`src/hdl/smp_pkg.sv`:
```
// shared types, constants and the frame checksum for the module port framer
package smp_pkg;

	localparam int unsigned SLOTS     = 4;
	localparam int unsigned SLOT_W    = $clog2(SLOTS);
	localparam int unsigned FRAME_LEN = SLOTS + 2;
	localparam int unsigned CNT_W     = $clog2(FRAME_LEN);
	localparam int unsigned QDEPTH    = 2;
	localparam int unsigned QPTR_W    = $clog2(QDEPTH);

	localparam logic [7:0] HEADER_RST     = 8'hFF;
	localparam logic [7:0] UNASSIGNED_RST = 8'hFE;
	localparam logic [7:0] REPORT_RST     = 8'hFC;
	localparam logic [7:0] COMMAND_RST    = 8'hFE;
	localparam logic [7:0] CHECK_MASK     = 8'hF0;

	typedef enum logic [1:0] {
		OP_SET   = 2'd0,
		OP_SEND  = 2'd1,
		OP_REPLY = 2'd2,
		OP_NONE  = 2'd3
	} op_t;

	typedef enum logic [1:0] {
		CFG_HEADER     = 2'd0,
		CFG_UNASSIGNED = 2'd1,
		CFG_REPORT     = 2'd2,
		CFG_SPARE      = 2'd3
	} cfg_idx_t;

	typedef enum logic [1:0] {
		ST_IDLE = 2'b01,
		ST_SEND = 2'b10
	} back_state_t;

	typedef enum logic {
		KIND_FRAME = 1'b0,
		KIND_REPLY = 1'b1
	} kind_t;

	typedef struct packed {
		op_t               op;
		logic [SLOT_W-1:0] slot;
		logic [7:0]        value;
		logic [SLOT_W-1:0] ret;
		logic              rvalid;
		logic [7:0]        rbyte;
	} cmd_t;

	function automatic logic [7:0] smp_checksum(input logic [SLOTS-1:0][7:0] cmds,
		input logic [SLOT_W-1:0] module_nr);
		logic [9:0]  sum;
		logic [10:0] fold;
		logic [7:0]  mix;
		sum = 10'd0;
		for (int i = 0; i < SLOTS; i++) begin
			sum = sum + {2'b00, cmds[i]};
		end
		fold = {1'b0, sum} + {9'd0, sum[9:8]};
		mix  = fold[7:0] + {fold[3:0], 4'h0};
		return (mix & CHECK_MASK) | {{(8-SLOT_W){1'b0}}, module_nr};
	endfunction

endpackage

```
`src/hdl/smp_in_if.sv`:
```
// input word channel of the module port framer
interface smp_in_if;
	import smp_pkg::*;
	logic       valid;
	logic       ready;
	logic [1:0] opcode;
	logic [1:0] slot;
	logic [7:0] command_value;
	logic [3:0] return_module;
	logic       reply_valid;
	logic [7:0] reply_byte;

	modport source (output valid, opcode, slot, command_value, return_module,
		reply_valid, reply_byte, input ready);
	modport sink (input valid, opcode, slot, command_value, return_module,
		reply_valid, reply_byte, output ready);
endinterface

```
`src/hdl/smp_out_if.sv`:
```
// result word channel of the module port framer
interface smp_out_if;
	logic       valid;
	logic       ready;
	logic       result_kind;
	logic [7:0] tx_byte;
	logic       frame_last;
	logic [1:0] reply_slot;
	logic [7:0] reply_echo;
	logic [7:0] stored_input;

	modport source (output valid, result_kind, tx_byte, frame_last, reply_slot,
		reply_echo, stored_input, input ready);
	modport sink (input valid, result_kind, tx_byte, frame_last, reply_slot,
		reply_echo, stored_input, output ready);
endinterface

```
`src/hdl/smp_cfg_if.sv`:
```
// configuration write channel of the module port framer
interface smp_cfg_if;
	logic       valid;
	logic       ready;
	logic [1:0] index;
	logic [7:0] data;

	modport source (output valid, index, data, input ready);
	modport sink (input valid, index, data, output ready);
endinterface

```
`src/hdl/smp_front.sv`:
```
// front end: accepts input words, classifies them and hands them on
module smp_front import smp_pkg::*; (
	input  logic     clk,
	input  logic     arst_n,
	smp_in_if.sink   item_in,
	output logic     push_valid,
	input  logic     push_ready,
	output cmd_t     push_cmd
);

	logic valid_s1;
	cmd_t item_s1;
	cmd_t item_dec;
	logic take;

	always_comb begin
		item_dec.op     = op_t'(item_in.opcode);
		item_dec.slot   = item_in.slot;
		item_dec.value  = item_in.command_value;
		item_dec.ret    = (item_in.return_module < 4'(SLOTS)) ?
			item_in.return_module[SLOT_W-1:0] : '0;
		item_dec.rvalid = item_in.reply_valid;
		item_dec.rbyte  = item_in.reply_byte;
	end

	assign item_in.ready = !valid_s1 || push_ready;
	assign take          = item_in.valid && item_in.ready;

	always_ff @(posedge clk or negedge arst_n) begin
		if (!arst_n) begin
			valid_s1 <= 1'b0;
		end else if (take) begin
			valid_s1 <= (item_dec.op != OP_NONE);
		end else if (push_ready) begin
			valid_s1 <= 1'b0;
		end
	end

	always_ff @(posedge clk) begin
		if (take) begin
			item_s1 <= item_dec;
		end
	end

	assign push_valid = valid_s1;
	assign push_cmd   = item_s1;

endmodule

```
`src/hdl/smp_queue.sv`:
```
// short queue between the front end and the back end
module smp_queue import smp_pkg::*; (
	input  logic clk,
	input  logic arst_n,
	input  logic wr_valid,
	output logic wr_ready,
	input  cmd_t wr_cmd,
	output logic rd_valid,
	input  logic rd_ready,
	output cmd_t rd_cmd
);

	cmd_t              mem_q [QDEPTH];
	logic [QPTR_W-1:0] wptr_q;
	logic [QPTR_W-1:0] rptr_q;
	logic [QPTR_W:0]   count_q;
	logic              do_wr;
	logic              do_rd;

	assign wr_ready = (count_q != (QPTR_W+1)'(QDEPTH));
	assign rd_valid = (count_q != '0);
	assign rd_cmd   = mem_q[rptr_q];
	assign do_wr    = wr_valid && wr_ready;
	assign do_rd    = rd_valid && rd_ready;

	always_ff @(posedge clk or negedge arst_n) begin
		if (!arst_n) begin
			wptr_q  <= '0;
			rptr_q  <= '0;
			count_q <= '0;
		end else begin
			if (do_wr) begin
				wptr_q <= wptr_q + 1'b1;
			end
			if (do_rd) begin
				rptr_q <= rptr_q + 1'b1;
			end
			if (do_wr && !do_rd) begin
				count_q <= count_q + 1'b1;
			end else if (do_rd && !do_wr) begin
				count_q <= count_q - 1'b1;
			end
		end
	end

	always_ff @(posedge clk) begin
		if (do_wr) begin
			mem_q[wptr_q] <= wr_cmd;
		end
	end

endmodule

```
`src/hdl/smp_back.sv`:
```
// back end: slot state, frame sequencing, reply handling and output register
module smp_back import smp_pkg::*; (
	input  logic      clk,
	input  logic      arst_n,
	input  logic      pop_valid,
	output logic      pop_ready,
	input  cmd_t      pop_cmd,
	smp_cfg_if.sink   cfg,
	smp_out_if.source result_out
);

	logic [7:0]            header_q;
	logic [7:0]            unassigned_q;
	logic [7:0]            report_q;
	logic [SLOTS-1:0][7:0] cmds_q;
	logic [SLOT_W-1:0]     reply_module_q;
	back_state_t           state_q;
	logic [CNT_W-1:0]      cnt_q;

	logic                  out_valid_q;
	logic                  out_kind_q;
	logic [7:0]            out_tx_q;
	logic                  out_last_q;
	logic [SLOT_W-1:0]     out_slot_q;
	logic [7:0]            out_echo_q;
	logic [7:0]            out_stored_q;

	logic                  out_free;
	logic                  do_pop;
	logic [7:0]            check_byte;
	logic [SLOT_W-1:0]     cmd_idx;
	logic [7:0]            frame_byte;
	logic                  last_byte;
	logic [7:0]            stored_val;

	assign cfg.ready = 1'b1;

	always_ff @(posedge clk or negedge arst_n) begin
		if (!arst_n) begin
			header_q     <= HEADER_RST;
			unassigned_q <= UNASSIGNED_RST;
			report_q     <= REPORT_RST;
		end else if (cfg.valid) begin
			case (cfg_idx_t'(cfg.index))
				CFG_HEADER:     header_q     <= cfg.data;
				CFG_UNASSIGNED: unassigned_q <= cfg.data;
				CFG_REPORT:     report_q     <= cfg.data;
				default: ;
			endcase
		end
	end

	assign out_free   = !out_valid_q || result_out.ready;
	assign pop_ready  = (state_q == ST_IDLE) && out_free;
	assign do_pop     = pop_valid && pop_ready;
	assign check_byte = smp_checksum(cmds_q, reply_module_q);
	assign cmd_idx    = SLOT_W'(cnt_q - 1'b1);
	assign last_byte  = (cnt_q == CNT_W'(FRAME_LEN - 1));
	assign stored_val = pop_cmd.rvalid ? pop_cmd.rbyte : 8'h00;

	always_comb begin
		if (cnt_q == '0) begin
			frame_byte = header_q;
		end else if (last_byte) begin
			frame_byte = check_byte;
		end else begin
			frame_byte = cmds_q[cmd_idx];
		end
	end

	always_ff @(posedge clk or negedge arst_n) begin
		if (!arst_n) begin
			state_q        <= ST_IDLE;
			cnt_q          <= '0;
			cmds_q         <= {SLOTS{COMMAND_RST}};
			reply_module_q <= '0;
			out_valid_q    <= 1'b0;
		end else begin
			if (result_out.ready) begin
				out_valid_q <= 1'b0;
			end
			case (state_q)
				ST_IDLE: begin
					if (do_pop) begin
						case (pop_cmd.op)
							OP_SET: begin
								cmds_q[pop_cmd.slot] <= pop_cmd.value;
							end
							OP_SEND: begin
								reply_module_q <= pop_cmd.ret;
								cnt_q          <= '0;
								state_q        <= ST_SEND;
							end
							OP_REPLY: begin
								if (pop_cmd.rvalid && pop_cmd.rbyte == unassigned_q) begin
									cmds_q[reply_module_q] <= report_q;
								end
								out_valid_q <= 1'b1;
							end
							default: ;
						endcase
					end
				end
				ST_SEND: begin
					if (out_free) begin
						out_valid_q <= 1'b1;
						cnt_q       <= cnt_q + 1'b1;
						if (last_byte) begin
							state_q <= ST_IDLE;
						end
					end
				end
				default: state_q <= ST_IDLE;
			endcase
		end
	end

	always_ff @(posedge clk) begin
		if (state_q == ST_SEND && out_free) begin
			out_kind_q   <= KIND_FRAME;
			out_tx_q     <= frame_byte;
			out_last_q   <= last_byte;
			out_slot_q   <= '0;
			out_echo_q   <= 8'h00;
			out_stored_q <= 8'h00;
		end else if (do_pop && pop_cmd.op == OP_REPLY) begin
			out_kind_q   <= KIND_REPLY;
			out_tx_q     <= 8'h00;
			out_last_q   <= 1'b0;
			out_slot_q   <= reply_module_q;
			out_echo_q   <= pop_cmd.rbyte;
			out_stored_q <= stored_val;
		end
	end

	assign result_out.valid        = out_valid_q;
	assign result_out.result_kind  = out_kind_q;
	assign result_out.tx_byte      = out_tx_q;
	assign result_out.frame_last   = out_last_q;
	assign result_out.reply_slot   = out_slot_q;
	assign result_out.reply_echo   = out_echo_q;
	assign result_out.stored_input = out_stored_q;

	a_no_pop_in_frame: assert property (@(posedge clk) disable iff (!arst_n)
		state_q == ST_SEND |-> !do_pop)
		else $error("queue popped during frame");

	a_cnt_range: assert property (@(posedge clk) disable iff (!arst_n)
		state_q == ST_SEND |-> cnt_q <= CNT_W'(FRAME_LEN - 1))
		else $error("frame counter out of range");

	a_last_ends_frame: assert property (@(posedge clk) disable iff (!arst_n)
		state_q == ST_SEND && out_free && last_byte |=> state_q == ST_IDLE)
		else $error("frame did not close after checksum");

	a_last_is_frame: assert property (@(posedge clk) disable iff (!arst_n)
		out_valid_q && out_last_q |-> out_kind_q == KIND_FRAME)
		else $error("last flag on reply word");

endmodule

```
`src/hdl/smart_module_port_framer.sv`:
```
// top level of the module port framer
// replies pass front register, queue and output register; frames also pass the send state
// throughput: a send item yields six words, one per cycle while the output is not stalled
// set and reply items complete in the back end when popped; a two-entry queue decouples
// the front end, so input stalls only when the queue and front register are full
// reset: asynchronous active low; slot commands 0xFE, registers to defaults, no clearing pass
module smart_module_port_framer import smp_pkg::*; (
	input  logic      clk,
	input  logic      arst_n,
	smp_in_if.sink    item_in,
	smp_cfg_if.sink   cfg,
	smp_out_if.source result_out
);

	logic push_valid;
	logic push_ready;
	cmd_t push_cmd;
	logic pop_valid;
	logic pop_ready;
	cmd_t pop_cmd;

	smp_front u_front (
		.clk        (clk),
		.arst_n     (arst_n),
		.item_in    (item_in),
		.push_valid (push_valid),
		.push_ready (push_ready),
		.push_cmd   (push_cmd)
	);

	smp_queue u_queue (
		.clk      (clk),
		.arst_n   (arst_n),
		.wr_valid (push_valid),
		.wr_ready (push_ready),
		.wr_cmd   (push_cmd),
		.rd_valid (pop_valid),
		.rd_ready (pop_ready),
		.rd_cmd   (pop_cmd)
	);

	smp_back u_back (
		.clk        (clk),
		.arst_n     (arst_n),
		.pop_valid  (pop_valid),
		.pop_ready  (pop_ready),
		.pop_cmd    (pop_cmd),
		.cfg        (cfg),
		.result_out (result_out)
	);

endmodule
```
`src/flat_wrapper.sv`:
```
// flat-port wrapper written by rule: the top's interface ports become plain ports
module smart_module_port_framer_flat import smp_pkg::*;
  (clk, arst_n, item_in_valid, item_in_opcode, item_in_slot, item_in_command_value, item_in_return_module, item_in_reply_valid, item_in_reply_byte, item_in_ready, cfg_valid, cfg_index, cfg_data, cfg_ready, result_out_valid, result_out_result_kind, result_out_tx_byte, result_out_frame_last, result_out_reply_slot, result_out_reply_echo, result_out_stored_input, result_out_ready);
  smp_in_if item_in_i ();
  smp_cfg_if cfg_i ();
  smp_out_if result_out_i ();
  input  logic clk;
  input  logic arst_n;
  input wire logic [$bits(item_in_i.valid)-1:0] item_in_valid;
  input wire logic [$bits(item_in_i.opcode)-1:0] item_in_opcode;
  input wire logic [$bits(item_in_i.slot)-1:0] item_in_slot;
  input wire logic [$bits(item_in_i.command_value)-1:0] item_in_command_value;
  input wire logic [$bits(item_in_i.return_module)-1:0] item_in_return_module;
  input wire logic [$bits(item_in_i.reply_valid)-1:0] item_in_reply_valid;
  input wire logic [$bits(item_in_i.reply_byte)-1:0] item_in_reply_byte;
  output wire logic [$bits(item_in_i.ready)-1:0] item_in_ready;
  input wire logic [$bits(cfg_i.valid)-1:0] cfg_valid;
  input wire logic [$bits(cfg_i.index)-1:0] cfg_index;
  input wire logic [$bits(cfg_i.data)-1:0] cfg_data;
  output wire logic [$bits(cfg_i.ready)-1:0] cfg_ready;
  output wire logic [$bits(result_out_i.valid)-1:0] result_out_valid;
  output wire logic [$bits(result_out_i.result_kind)-1:0] result_out_result_kind;
  output wire logic [$bits(result_out_i.tx_byte)-1:0] result_out_tx_byte;
  output wire logic [$bits(result_out_i.frame_last)-1:0] result_out_frame_last;
  output wire logic [$bits(result_out_i.reply_slot)-1:0] result_out_reply_slot;
  output wire logic [$bits(result_out_i.reply_echo)-1:0] result_out_reply_echo;
  output wire logic [$bits(result_out_i.stored_input)-1:0] result_out_stored_input;
  input wire logic [$bits(result_out_i.ready)-1:0] result_out_ready;
  assign item_in_i.valid = item_in_valid;
  assign item_in_i.opcode = item_in_opcode;
  assign item_in_i.slot = item_in_slot;
  assign item_in_i.command_value = item_in_command_value;
  assign item_in_i.return_module = item_in_return_module;
  assign item_in_i.reply_valid = item_in_reply_valid;
  assign item_in_i.reply_byte = item_in_reply_byte;
  assign item_in_ready = item_in_i.ready;
  assign cfg_i.valid = cfg_valid;
  assign cfg_i.index = cfg_index;
  assign cfg_i.data = cfg_data;
  assign cfg_ready = cfg_i.ready;
  assign result_out_valid = result_out_i.valid;
  assign result_out_result_kind = result_out_i.result_kind;
  assign result_out_tx_byte = result_out_i.tx_byte;
  assign result_out_frame_last = result_out_i.frame_last;
  assign result_out_reply_slot = result_out_i.reply_slot;
  assign result_out_reply_echo = result_out_i.reply_echo;
  assign result_out_stored_input = result_out_i.stored_input;
  assign result_out_i.ready = result_out_ready;
  smart_module_port_framer u_core (.clk(clk), .arst_n(arst_n), .item_in(item_in_i), .cfg(cfg_i), .result_out(result_out_i));
endmodule
```
`config.mk`:
```
export PLATFORM = sky130hd
export DESIGN_NAME = smart_module_port_framer_flat
export DESIGN_NICKNAME = d
export VERILOG_FILES = /design/src/hdl/smp_pkg.sv /design/src/hdl/smp_in_if.sv /design/src/hdl/smp_out_if.sv /design/src/hdl/smp_cfg_if.sv /design/src/hdl/smp_front.sv /design/src/hdl/smp_queue.sv /design/src/hdl/smp_back.sv /design/src/hdl/smart_module_port_framer.sv /design/src/flat_wrapper.sv
export SDC_FILE = /design/constraint.sdc
export NUM_CORES = 1
export LEC_CHECK = 0
export BUFFER_PORTS_ARGS = -buffer_cell sky130_fd_sc_hd__buf_2
export CELL_PAD_IN_SITES_DETAIL_PLACEMENT = 0
export CELL_PAD_IN_SITES_GLOBAL_PLACEMENT = 1
export CORE_MARGIN = 5
export CORE_UTILIZATION = 25
export CTS_CLUSTER_SIZE = 12
export DETAILED_ROUTE_END_ITERATION = 12
export GPL_TIMING_DRIVEN = 0
export MAX_ROUTING_LAYER = met4
export PLACE_DENSITY_LB_ADDON = 0.1
export RECOVER_POWER = 25
export SETUP_SLACK_MARGIN = 0.4
export SYNTH_ARGS = -nofsm -noshare
export SYNTH_HDL_FRONTEND = slang
export SYNTH_SLANG_ARGS = --single-unit
```
`constraint.sdc`:
```
create_clock -name clk -period 5.9 [get_ports clk]
set_input_delay 0.59 -clock clk [delete_from_list [all_inputs] [get_ports clk]]
set_output_delay 0.59 -clock clk [all_outputs]
set_load 0.005 [all_outputs]
```
[Yosys cells after proc, flatten, opt, wreduce, memory -nomap -nowiden]
Memories as Yosys holds them, arrays and structs flattened.
Index checks and enable logic that the tools add are counted.
Word-level totals
  bits in registers: 120
  RAM bits: 46
  output and inout port bits: 31
  logic and storage cells: 131
  memories: 1
Memory list
  u_core.u_queue.mem_q: words 2, width 23, rd ports 1, clocked after Yosys merged registers in 0, wr ports 1, line smp_queue.sv:13  | cmd_t mem_q [QDEPTH];
Operators by class
  add/subtract/negate cells: 11
  magnitude comparators: 6
  eq/ne operators: 15
  muxes and demuxes: 37
  bitwise logic cells: 1
  reductions and logical operators: 33
Operator list (count)
  $bwmux 32: 2
  $mux 8: 8
  $pmux 32 s2: 1
  $demux 8 s2: 2
  $mux 32: 1
  $bmux 8 s2: 1
  $mux 2: 6
  $ne 2x2->1 const B: 6
  $reduce_and 4->1: 3
  $reduce_bool 2->1: 6
  $logic_and 1x1->1: 11
  $add 10x8->10: 1
  $add 9x8->10: 1
  $mux 1: 10
  $add 8x8->9: 1
  $lt 2x3->1 const B: 3
  $mux 3: 3
  $add 8x2->8: 1
  $add 8x8->8: 1
  $eq 8x8->1: 1
  $or 8x2->8: 1
  $eq 2x1->1 const B: 3
  $eq 2x2->1 const B: 3
  $pmux 3 s2: 1
  other kinds (16): 26

[Longest topological paths before layout]
  word-level depth: 9
  mapped depth: 24
  gate-level depth less buffers: 24

[Hierarchy]
From an unflattened synthesis, not the netlist that was laid out.
Unflattened totals
  cell total of the unflattened synthesis: 611
  area total of the unflattened synthesis: 8072.7 um^2
Modules (own cells, without submodules)
  smp_back: times used 1, cells each 491, area each 5346.4 um^2
  smp_queue: times used 1, cells each 90, area each 1959.4 um^2
  smp_front: times used 1, cells each 30, area each 767.0 um^2

[Worst setup path before layout]
Ideal clock, no wire load.
  kind: register to register
  start point: register u_core.u_back.cmds_q[1] (netlist bit)
  end point: register u_core.u_back.out_tx_q[7] (netlist: u_core.u_back.result_out.tx_byte[7]) (data pin)
  arrival time: 5.316 ns
  data required time: 5.725 ns
  path slack: 0.410 ns
  stages on the path, launching flop included: 25
  period minus slack after synthesis: 5.490 ns
  cell sequence: dfstp_2 -> inv_1 -> fa_1 -> fa_1 -> inv_1 -> ha_1 -> fa_1 -> a21oi_1 -> o21ai_0 -> a21o_1 -> a21o_1 -> a21o_1 -> ha_1 -> a21o_1 -> nand2_1 -> nor2_1 -> and2_1 -> xor2_1 -> ha_1 -> a21o_1 -> a21oi_1 -> xnor3_1 -> xnor2_1 -> xor2_1 -> a311oi_1
On the way
  longest elaborated chain between the ends: 9
RTL lines
  from (decl): line smp_back.sv:15  | logic [SLOTS-1:0][7:0] cmds_q;
  from (signal assigned): line smp_back.sv:75  | cmds_q <= {SLOTS{COMMAND_RST}};
  from (signal, indexed assignment): line smp_back.sv:87  | cmds_q[pop_cmd.slot] <= pop_cmd.value;
  from (signal, indexed assignment): line smp_back.sv:96  | cmds_q[reply_module_q] <= report_q;
  $add 8x8->9: line smp_pkg.sv:57  | sum = sum + {2'b00, cmds[i]};
  $add 9x8->10: line smp_pkg.sv:57
  $add 10x8->10: line smp_pkg.sv:57
  $add 8x2->8: line smp_pkg.sv:59  | fold = {1'b0, sum} + {9'd0, sum[9:8]};
  $add 8x8->8: line smp_pkg.sv:60  | mix = fold[7:0] + {fold[3:0], 4'h0};
  $or 8x2->8: line smp_pkg.sv:61  | return (mix & CHECK_MASK) | {{(8-SLOT_W){1'b0}}, module_nr};
  $mux 8: line smp_back.sv:64  | end else if (last_byte) begin
  $mux 8: line smp_back.sv:62  | if (cnt_q == '0) begin
  $mux 8: line smp_back.sv:119  | if (state_q == ST_SEND && out_free) begin
  to (signal assigned): line smp_back.sv:121  | out_tx_q <= frame_byte;
  to (decl): line smp_back.sv:22  | logic [7:0] out_tx_q;
Every way passes these cells.
A chain may end at the register's enable or synchronous reset.

[Worst setup path in the final report]
Same ends and word-level chain as after synthesis.

==> metrics.yaml <==
status: "finished, violations left"
failed_checks: "capacitance limit, slew limit"
grt_antenna_before_repair: 0
crit_fanout: 3
arrival_ns: 5.72
grt_max_degree: 70
synth.most_common_cell: "edfxtp_1"
ys_seq_elements: 166
synth-seq-area-share: 0.555
path_clk_slew_ns: 0.07
synth_cells: 638
die_y_um: 190
hold_viol: 0
clk-insertion-delay-late_ns: 0.43
synth_area_per_cell_um2: 12.7
min_period_ns: 5.57
maxSlewHeadroom: -1.58
placed_cells: 1151
critPathCaptureType: "flip-flop"
clock-sinks: 166
grt_pass1_wl_um: 33800
holdCritPathClass: "input port to flip-flop"
cp-start-kind: "flip-flop"
nFillCells: 3290
postCtsHoldBufs: 0
drt_iter0_drc: 308
dp_hpwl_um: 16400
remaining_drc_errors: 0
fmax_mhz: 179
grt_usage: 0.128
maxSlewViolCount: 70
cp.required_ns: 6.05
detail-route-antenna-nets: 0
synthTopCellsByCount: "edfxtp_1 (78), inv_1 (59), dfstp_2 (50), nor2_1 (50), mux2_2 (40)"
io_buffers: 69
critPathKind: "flip-flop to flip-flop"
gp_congestion: 0.750
cts-buffers-inserted: 17
routedWlPerCell_um: 18.4
yosys.area.top_type_share: 0.288
antenna_cells: 0
areaGrowthSynthToFinish_pct: 21.1
initial_utilization: 0.252
cap_viol_max_count: 1
instances_no_fill: 1198
synth_flop_cell: "edfxtp_1"
dieArea_mm2: 0.0362
fin_crit_sh: 0.945
grt_pass1_vias: 5571
synth_top_area_cell: "edfxtp_1"
worst_slew_pin_slew_ns: 3.88
nets: 821
worst_hold_slack_ns: 0.335
synthArstFlopShare: 0.416
drt_wl_total_um: 22100
h-tree-depth: 4
die_x_um: 190
fp-row-count: 66
vias: 5254
synth-edff-count: 78
grt_overflow: 0
cts_max_path_buffers: 2
cts_tree: "built"
core-area_mm2: 0.0323
setup-violations-final: 0
synth_nets: 716
rsz0062_at_grt: "true"
viasPerCell: 4.39
pin_count: 71
yosysWarnings: 0
drt_pass1_iterations: 5
syn_area_mm2: 0.00813
finClkSkew_ns: 0.0116
drive_gt1_frac: 0.332
clock-root-buffer: "clkbuf_16"
yosysUniqueCellTypes: 57
synthTopCellsByArea: "edfxtp_1 (29%), dfstp_2 (16%), dfrtp_1 (5.8%)"
critical path, cell delays in order, from the launching register on:
cell and delay, ns:
dfstp_2 0.54, inv_2 0.05, fa_1 0.51, fa_1 0.54
inv_2 0.05, ha_4 0.16, fa_2 0.35, a21oi_2 0.17
o21ai_1 0.08, a21o_1 0.21, a21o_1 0.16, a21o_1 0.20
ha_1 0.27, a21o_1 0.18, nand2_2 0.09, nor2_4 0.04
and2_4 0.19, xor2_4 0.16, ha_4 0.23, a21o_1 0.16
a21oi_2 0.12, xnor3_1 0.23, xnor2_1 0.18, xor2_1 0.28
a311oi_1 0.13
sequential cells by signal, summed over array words and instances (netlist names):
signal	cells
u_core.u_back.result_out.valid	1
u_core.u_back.report_q	8
u_core.u_back.unassigned_q	8
u_core.u_back.reply_module_q	2
u_core.u_back.result_out.tx_byte	8
u_core.u_back.cmds_q	32
u_core.u_front.push_cmd	23
u_core.u_back.result_out.stored_input	8
u_core.u_queue.mem_q	46
u_core.u_back.result_out.result_kind	1
u_core.u_queue.count_q	2
u_core.u_back.result_out.reply_echo	8
u_core.u_back.cnt_q	3
u_core.u_queue.wptr_q	1
u_core.u_front.push_valid	1
u_core.u_queue.rptr_q	1
u_core.u_back.result_out.reply_slot	2
u_core.u_back.state_q	2
u_core.u_back.header_q	8
u_core.u_back.result_out.frame_last	1
through the flow:
| step | util | setup WS (ns) | instance area [µm²] | setup TNS, ns |
|---|---|---|---|---|
| final | 0.305 | 0.326 | 9850 | 0 |
| after global routing | 0.305 | 0.0592 | 9850 | 0 |
| after CTS | 0.303 | 0.262 | 9790 | 0 |
| after detailed placement | 0.281 | -0.243 | 9090 | -0.243 |
| after global placement | 0.280 | -0.192 | 9030 | -0.192 |
| after floorplan | - | 0.410 | 8130 | 0 |
final timing paths:
| check | from | endpoint | slack (ns) | depth (start not counted) |
|---|---|---|---|---|
| max in group asynchronous | arst_n | u_core.u_back.reply_module_q[1]$_DFFE_PN0P_ | 2.09 | 2 |
| hold / removal | item_in_command_value[5] | u_core.u_front.push_cmd[16]$_DFFE_PP_ | 0.34 | 1 |
| hold reg to reg | u_core.u_front.push_cmd[6]$_DFFE_PP_ | u_core.u_queue.mem_q[1][6]$_DFFE_PP_ | 0.45 | 0 |
| setup reg to reg | u_core.u_back.cmds_q[1]$_DFFE_PN1P_ | u_core.u_back.result_out.tx_byte[7]$_SDFFCE_PN0P_ | 0.33 | 24 |
| min in group asynchronous | arst_n | u_core.u_back.cmds_q[16]$_DFFE_PN0P_ | 1.66 | 2 |
| setup / recovery | u_core.u_back.cmds_q[1]$_DFFE_PN1P_ | u_core.u_back.result_out.tx_byte[7]$_SDFFCE_PN0P_ | 0.33 | 24 |
per-layer routing:
layer / vias to the layer above / track usage / wire length, µm
met5: - / - / 0
met4: 0 / 0.0326 / 272
met3: 20 / 0.0231 / 653
met2: 106 / 0.201 / 10400
met1: 2635 / 0.172 / 10700
li1: 2493 / - / -
cells by family (layout without fill, tap and decap cells):
family                   Yosys count  after routing  share of synthesized area
multiplexers                      87             87                      0.130
XOR/XNOR                          25             25                     0.0286
adder cells (fa/ha/maj)           38             38                     0.0751
buffers and inverters             81            199                     0.0406
flip-flops                       166            166                      0.555
AND/OR/NAND/NOR                  131            131                     0.0756
AO/OA/AOI/OAI                    109            109                     0.0943
other                              1              1                   0.000461
what timing repair did:
action | 4_1_cts | 5_1_grt
endpoints found under the hold margin | 0 | 0
setup endpoints to repair | 3 | 3
gates resized for setup | 14 | 10
pin swaps | 19 | 13
buffers inserted | 11 | 4
cells in the final DEF, fill, tap and decap left out, types with 5 or more instances in the layout:
cell type,instances
a21oi_1,22
nor2_1,48
mux2i_1,34
dfstp_2,50
mux4_2,8
xnor2_1,15
a21o_1,7
dfxtp_1,19
ha_1,14
clkbuf_16,17
nand2_1,37
a32oi_1,14
edfxtp_1,78
nand2b_1,7
o21ai_0,22
inv_6,5
inv_1,57
nand3_1,10
nor3_1,5
xor2_1,8
mux2_2,40
a21oi_2,5
dfrtp_1,19
buf_4,16
a211oi_1,11
fa_1,16
clkbuf_1,17
buf_2,67
final cells by class:
class | instances | area [µm²] | area share
Sequential cell | 166 | 4510 | 0.458
Multi-Input combinational cell | 391 | 3400 | 0.346
Tap cell | 442 | 553 | 0.0562
Timing Repair Buffer | 86 | 487 | 0.0494
Clock buffer | 17 | 425 | 0.0432
Inverter | 59 | 221 | 0.0225
Clock inverter | 15 | 138 | 0.0140
Buffer | 22 | 109 | 0.0111
Power is not shown: default switching activity piles up to over one toggle a cycle in this logic, so the estimate is an artifact.
